**config.mk**
```make
export PLATFORM = sky130hd
export DESIGN_NAME = address_blocklist_table
export DESIGN_NICKNAME = d
export VERILOG_FILES = /design/src/rtl/abl_pkg.sv /design/src/rtl/abl_cell.sv /design/src/rtl/address_blocklist_table.sv
export SDC_FILE = /design/constraint.sdc
export NUM_CORES = 2
export LEC_CHECK = 0
export BUFFER_PORTS_ARGS = -buffer_cell sky130_fd_sc_hd__buf_2
export CAP_MARGIN = 20
export CORE_ASPECT_RATIO = 1.2
export CORE_MARGIN = 8
export CORE_UTILIZATION = 45
export CTS_BUF_LIST = sky130_fd_sc_hd__clkbuf_2
export CTS_CLUSTER_DIAMETER = 50
export DETAILED_ROUTE_END_ITERATION = 6
export GPL_ROUTABILITY_DRIVEN = 1
export SLEW_MARGIN = 25
export SYNTH_ARGS = -nofsm -noshare
export SYNTH_HDL_FRONTEND = slang
export SYNTH_SLANG_ARGS = --single-unit
```
**constraint.sdc**
```tcl
create_clock -name clock -period 19.75 [get_ports clock]
set_clock_uncertainty 0.05 [all_clocks]
set_input_delay 0.9875 -clock clock [delete_from_list [all_inputs] [get_ports clock]]
set_output_delay 0.9875 -clock clock [all_outputs]
set_load 0.05 [all_outputs]
```
**src/rtl/abl_pkg.sv**
```systemverilog
// ============================================================================
// abl_pkg: shared types and codes for the address blocklist table
//
// Holds the operation codes, the request and response transaction types,
// and the control structs that the table drives into its row of cells.
// ============================================================================
package abl_pkg;

   // Operation codes carried in the kind field of a request.
   localparam logic [1:0] KIND_LOOKUP = 2'd0;
   localparam logic [1:0] KIND_ADD    = 2'd1;
   localparam logic [1:0] KIND_REMOVE = 2'd2;
   localparam logic [1:0] KIND_CLEAR  = 2'd3;

   localparam int ADDR_W  = 32;
   localparam int POS_W   = 6;
   localparam int COUNT_W = 7;

   // One request transaction.
   typedef struct packed {
      logic [1:0]        kind;
      logic [ADDR_W-1:0] address;
   } req_type;

   // One response transaction.
   typedef struct packed {
      logic               ok;
      logic               found;
      logic [POS_W-1:0]   position;
      logic [COUNT_W-1:0] entry_count;
      logic               table_full;
   } rsp_type;

   // Commands broadcast to every cell in the row.
   typedef struct packed {
      logic              capture;  // register the compare result
      logic [ADDR_W-1:0] cmp_addr; // address compared against each entry
      logic              append;   // write wr_addr into the tail cell
      logic              shift;    // cells at or above the hit take the next entry
      logic [ADDR_W-1:0] wr_addr;  // address appended on an add
   } cell_ctl_type;

   // Per-cell position flags, derived from the count and the hit index.
   typedef struct packed {
      logic live;   // the cell holds a valid entry
      logic tail;   // the cell is the first free slot
      logic above;  // the cell sits at or above the removed entry
   } cell_sel_type;

endpackage

```
**src/rtl/abl_cell.sv**
```systemverilog
// ============================================================================
// abl_cell: one slot of the address blocklist table
//
// Holds one 32-bit entry, compares it against the broadcast address, takes
// an appended address when it is the tail slot, and takes its upper
// neighbor's entry when a remove closes the gap.
// ============================================================================
module abl_cell (
   input  logic                                clock,
   input  logic                                reset,
   input  abl_pkg::cell_ctl_type               ctl,
   input  abl_pkg::cell_sel_type               sel,
   input  logic [abl_pkg::ADDR_W-1:0]          entry_next,
   output logic [abl_pkg::ADDR_W-1:0]          entry,
   output logic                                match
);

   logic [abl_pkg::ADDR_W-1:0] entry_ff;
   logic [abl_pkg::ADDR_W-1:0] entry_in;
   logic                       match_ff;
   logic                       match_in;

   // Compare result for the incoming transaction. Address zero never matches.
   always_comb begin
      match_in = match_ff;
      if (ctl.capture) begin
         match_in = sel.live && (entry_ff == ctl.cmp_addr) && (ctl.cmp_addr != '0);
      end
   end

   // Entry update: append at the tail, or shift down on a remove.
   always_comb begin
      entry_in = entry_ff;
      if (ctl.append && sel.tail) begin
         entry_in = ctl.wr_addr;
      end else if (ctl.shift && sel.above) begin
         entry_in = entry_next;
      end
   end

   always_ff @(posedge clock) begin
      if (reset) begin
         match_ff <= 1'b0;
      end else begin
         match_ff <= match_in;
      end
   end

   // The entry store carries no reset; slots beyond the count are never read.
   always_ff @(posedge clock) begin
      entry_ff <= entry_in;
   end

   assign entry = entry_ff;
   assign match = match_ff;

endmodule

```
**src/rtl/address_blocklist_table.sv**
```systemverilog
// ============================================================================
// address_blocklist_table: ordered table of blocked IPv4 addresses
//
// Channel     Direction  Ports                    Handshake
// request     in         start, busy, req_data    taken when start and !busy
// response    out        rsp_strobe, rsp_data     valid for one cycle, no stall
//
// At the accepting edge every cell compares its entry against the address
// in parallel and registers a hit bit; in the apply state that comes after,
// the hit index is encoded, the row is updated (append at the tail or shift
// down to close a gap) and the response is registered. busy is high in the
// apply state, so no new transaction is accepted until the held one has
// been applied. rsp_strobe marks the response in the cycle after the
// update. Reset clears the count and the control state; the entries
// themselves need no clearing.
// ============================================================================
module address_blocklist_table #(
   parameter int CAPACITY = 64
) (
   input  logic             clock,
   input  logic             reset,
   input  logic             start,
   output logic             busy,
   input  abl_pkg::req_type req_data,
   output logic             rsp_strobe,
   output abl_pkg::rsp_type rsp_data
);

   localparam int IDX_W = (CAPACITY > 1) ? $clog2(CAPACITY) : 1;
   localparam int CNT_W = $clog2(CAPACITY + 1);

   // Sequencer state codes.
   localparam logic ST_IDLE  = 1'b0;
   localparam logic ST_APPLY = 1'b1;

   logic                       state_ff;
   logic                       state_in;
   logic [CNT_W-1:0]           count_ff;
   logic [CNT_W-1:0]           count_in;
   abl_pkg::req_type           req_ff;
   abl_pkg::rsp_type           rsp_ff;
   abl_pkg::rsp_type           rsp_in;
   logic                       strobe_ff;
   logic                       strobe_in;

   logic                       accept;
   logic                       apply;
   logic [CAPACITY-1:0]        match;
   logic [abl_pkg::ADDR_W-1:0] entry    [CAPACITY];
   logic                       hit;
   logic [IDX_W-1:0]           hit_pos;
   abl_pkg::cell_ctl_type      ctl;
   logic                       do_append;
   logic                       do_shift;
   logic [31:0]                pos_wide;
   logic [31:0]                count_wide;

   assign accept = start && (state_ff == ST_IDLE);
   assign apply  = (state_ff == ST_APPLY);
   assign busy   = apply;

   // Hit encoding: entries are unique, so at most one cell matches.
   always_comb begin
      hit_pos = '0;
      for (int i = 0; i < CAPACITY; i++) begin
         if (match[i]) begin
            hit_pos = hit_pos | IDX_W'(i);
         end
      end
   end
   assign hit = |match;

   // Operation decode and response for the held transaction.
   always_comb begin
      count_in  = count_ff;
      do_append = 1'b0;
      do_shift  = 1'b0;
      rsp_in    = '0;
      if (apply) begin
         case (req_ff.kind)
            abl_pkg::KIND_CLEAR: begin
               count_in  = '0;
               rsp_in.ok = 1'b1;
            end
            abl_pkg::KIND_LOOKUP: begin
               rsp_in.ok    = (req_ff.address != '0);
               rsp_in.found = hit;
            end
            abl_pkg::KIND_ADD: begin
               if (req_ff.address == '0) begin
                  rsp_in.ok = 1'b0;
               end else if (hit) begin
                  rsp_in.ok    = 1'b1;
                  rsp_in.found = 1'b1;
               end else if (count_ff == CNT_W'(CAPACITY)) begin
                  rsp_in.table_full = 1'b1;
               end else begin
                  do_append = 1'b1;
                  count_in  = count_ff + 1'b1;
                  rsp_in.ok = 1'b1;
               end
            end
            abl_pkg::KIND_REMOVE: begin
               rsp_in.ok = (req_ff.address != '0);
               if (hit) begin
                  rsp_in.found = 1'b1;
                  do_shift     = 1'b1;
                  count_in     = count_ff - 1'b1;
               end
            end
            default: begin
               rsp_in = '0;
            end
         endcase
      end
      pos_wide           = 32'(hit_pos);
      count_wide         = 32'(count_in);
      rsp_in.position    = rsp_in.found ? pos_wide[abl_pkg::POS_W-1:0] : '0;
      rsp_in.entry_count = count_wide[abl_pkg::COUNT_W-1:0];
   end

   // Commands broadcast to the row of cells.
   always_comb begin
      ctl.capture  = accept;
      ctl.cmp_addr = req_data.address;
      ctl.append   = do_append;
      ctl.shift    = do_shift;
      ctl.wr_addr  = req_ff.address;
   end

   // Row of cells; each one hands its entry down to the cell below it.
   for (genvar g = 0; g < CAPACITY; g++) begin : g_cell
      abl_pkg::cell_sel_type      sel;
      logic [abl_pkg::ADDR_W-1:0] entry_next;

      assign sel.live  = (CNT_W'(g) < count_ff);
      assign sel.tail  = (CNT_W'(g) == count_ff);
      assign sel.above = (IDX_W'(g) >= hit_pos);

      if (g == CAPACITY - 1) begin : g_last
         assign entry_next = entry[g];
      end else begin : g_mid
         assign entry_next = entry[g+1];
      end

      abl_cell u_cell (
         .clock      (clock),
         .reset      (reset),
         .ctl        (ctl),
         .sel        (sel),
         .entry_next (entry_next),
         .entry      (entry[g]),
         .match      (match[g])
      );
   end

   assign state_in  = accept ? ST_APPLY : ST_IDLE;
   assign strobe_in = apply;

   // Control registers.
   always_ff @(posedge clock) begin
      if (reset) begin
         state_ff  <= ST_IDLE;
         count_ff  <= '0;
         strobe_ff <= 1'b0;
      end else begin
         state_ff  <= state_in;
         count_ff  <= count_in;
         strobe_ff <= strobe_in;
      end
   end

   // Payload registers.
   always_ff @(posedge clock) begin
      if (accept) begin
         req_ff <= req_data;
      end
      if (apply) begin
         rsp_ff <= rsp_in;
      end
   end

   assign rsp_strobe = strobe_ff;
   assign rsp_data   = rsp_ff;

   // A response only follows a cycle in which the update was applied.
   a_rsp_after_apply: assert property (@(posedge clock) disable iff (reset)
      rsp_strobe |-> $past(busy))
      else $error("response without a preceding update cycle");

   // Entries are unique, so no more than one cell may hit.
   a_single_hit: assert property (@(posedge clock) disable iff (reset)
      $onehot0(match))
      else $error("more than one cell matched the address");

   // The count never exceeds the table capacity.
   a_count_bound: assert property (@(posedge clock) disable iff (reset)
      count_ff <= CNT_W'(CAPACITY))
      else $error("entry count beyond capacity");

   // An accepted transaction is applied in the next cycle.
   a_accept_apply: assert property (@(posedge clock) disable iff (reset)
      accept |=> busy)
      else $error("accepted transaction not applied");

   // A refused add never reports success.
   a_full_not_ok: assert property (@(posedge clock) disable iff (reset)
      (rsp_strobe && rsp_data.table_full) |-> !rsp_data.ok)
      else $error("full table reported together with success");

endmodule

```
==> impl_results.md <==
* Worst-path maximum fanout at 45
* DRT iter0 DRCs at 11,300
* Die area at 275,000 um2
* Final Slew Violations at 0
* Final setup fails at 0
* Wire per inst at 40.9 um
* Row Count at 204
* DR vias at 80,100
* # Post-CTS Setup Buffers at 0
* GRT busiest layer: met2
* Post-synthesis instance total at 8,369
* IO Pins at 55
* Synth area leader: edfxtp_1
* Clock-pin slew on the worst setup and hold paths at 0.11 ns
* Combinational Power Share at 7.7%
* Lkg Pwr at 42.1 nW
* CP required at 21.22 ns
* Async set-reset flop share out of synthesis at 0%
* RSZ-0062 raised after global routing: no
* Nature of the critical path startpoint: flop
* Syn_area_per_cell at 13.9 um2
* Top cell type's share of synthesized area at 54.1%
* CP Class: flop to flop
* Global Route Usage Sum at 35.8%
* Seq/Total Area, Yosys at 55.4%
* Min Clock Period, post-route at 5.50 ns
* Layout cell share with drive strength beyond 1 at 35.9%
* Most frequent cell after synthesis: edfxtp_1
* Syn. warnings at 0
* Final non-filler cell total at 12,500
* Final period util at 27.9%
* Clock network power share at 37.2%
* Detail Route Antenna Nets at 0
* Global-route met2 utilization at 56.0%
* HPWL Detailed at 331 mm
* First-pass GRT wire length at 684 mm
* Synth Register Bits at 2,171
* Routed WL at 512 mm
* Slew headroom at 19.6%
* Post-synth top cells: edfxtp_1 (2,098), mux2_2 (1,895), xnor2_1 (1,052), xor2_1 (995), clkbuf_1 (388)
* Post-synth EDFFs at 2,098
* Post-synthesis net count at 8,412
* P_sw at 2.58 mW
* Hold Vio Cnt, Final at 0
* Crit path DAT at 6.97 ns
* Clock sink total at 2,171
* Pwr Density at 71.0 nW/um2
* Via density at 6.41
* Root buffer cell: clkbuf_2
* Htree depth at 6
* TritonCTS clock tree: built
* Area Growth Syn to Fin at 9.26%
* Crit. End Element: flop
* Post-synth cell types at 65
* GP Congestion at 0.998
* Die Ht at 573 um
* Sequential share of power at 55.1%
* DRC Markers at 0
* Worst slew pin tran at 1.21 ns
* GRT met3 Usage at 8.58%
* Top cells by area, synth: edfxtp_1 (54%), mux2_2 (18%), xnor2_1 (7.9%)
* Mapped cell area at 116,000 um2
* Initial Util at 45.2%
* GRT overflow at 0
* Fmax at 182 MHz
* DIE WIDTH at 480 um
* CTS Buf Count at 575
* Hold_ws at 0.175 ns
* Main synth FF type: edfxtp_1
* Antenna violations before repair at 56
* Cell-internal power at 6.46 mW
* Vias in the first global route at 80,800
* Setup TNS at 0 ns
* Status: finished clean
* Hold WC Path Type: input pin to flop
* Max-capacitance violation count at 0
* Worst vdd ir at 0.0508 mV
* Pre-antenna DRT Iters at 6
* Pin count of the biggest net entering global routing at 60
* Clk buf depth at 4
* Setup slack after layout at 14.25 ns
* Worst slack at placement at 14.47 ns
* Input/output buffers at 54
* Placed insts at 11,400
* Sw frac at 28.5%
* M1 GR Usage at 43.4%
* Area of the core at 257,000 um2
* Nets at 8,723
* Fillers at 22,700
* Worst-Skew Late Latency at 1.98 ns
[metal layers]
layer  wire [um]  part of all wire, %  up-vias
met4       44300                  8.6        8
met1      184000                   36    40500
li1            -                    -    32000
met3       53400                   10     1741
met5          52                0.010        -
met2      230000                   45     5958
[cell usage in the layout, fill, tap and decap left out, types with 107 or more instances in the layout]
master,count
nor2_1,107
nand2_1,178
clkbuf_2,821
edfxtp_1,2098
mux2_2,1895
mux2_1,121
buf_4,312
nor4_1,317
xor2_1,995
xnor2_1,1052
nand4_1,360
[critical path: stages, from the launching register on]
cell and delay, ns:
dfxtp_1 0.35, nor4_1 0.40, nand4_1 0.42, nor3_2 0.65, nand4_2 0.79, buf_4 0.49
nor2_4 0.15, buf_4 0.76, nand3_1 0.26, o21ai_4 0.13, buf_4 0.48
[area by class of cell]
cell class | instances | area (um2) | area share (%)
multi-input combinational | 5483 | 49400 | 38.9
sequential | 2171 | 64500 | 50.7
antenna | 23 | 57.6 | 0.0453
clock inverter | 158 | 1130 | 0.888
inverter | 8 | 32.5 | 0.0256
tap | 3399 | 4250 | 3.34
clock buffer | 821 | 4110 | 3.23
timing repair buffer | 441 | 3680 | 2.89
[final timing paths]
check                           from                        end  slack [ns]  cells past startpoint
max          g_cell[19].u_cell.match  g_cell[0].u_cell.entry[7]       14.25                     10
min                     req_data[15]                    ctl[15]        0.17                      2
max reg2reg  g_cell[19].u_cell.match  g_cell[0].u_cell.entry[7]       14.25                     10
min reg2reg  g_cell[56].u_cell.match    g_cell[56].u_cell.match        0.42                      2
[power by group through the flow]
stage	sequential [mW]	combinational (mW)	clock, mW
after CTS	4.98	0.670	3.39
final	4.98	0.698	3.36
after detailed placement	5.08	0.658	0
after global placement	5.08	0.656	0
after global routing	4.98	0.688	3.61
after floorplan	5.09	0.318	0
[metrics by stage]
stage	total power [mW]	cell area, um2	utilization (%)
floorplan	5.40	116000	-
global placement	5.74	121000	47.0
detailed placement	5.74	121000	47.1
CTS	9.04	127000	49.4
global route	9.27	127000	49.4
finish	9.03	127000	49.4
[kinds of logic after synthesis]
family / Yosys count / synth area share [%]
AOI/OAI and AO/OA: 229 / 1.25
buffers and inverters: 715 / 2.60
DFF: 2171 / 55.4
and+or+nand+nor: 1184 / 5.78
xor gates and xnor gates: 2047 / 15.4
muxes: 2017 / 19.5
adders and majority gates: 6 / 0.0645
[flip-flops by register name, indices dropped and copies added (netlist names)]
register	flops
busy	1
count_ff	7
ctl	32
g_cell.u_cell.entry	2048
g_cell.u_cell.match	64
req_ff	2
rsp_data	16
rsp_strobe	1
[timing repair]
action,CTS,global route
hold buffers,66,0
hold endpoints to repair,119,0
setup endpoints to repair,0,0
resized for setup,0,0
No activity file was read; power rests on OpenSTA's default activity.
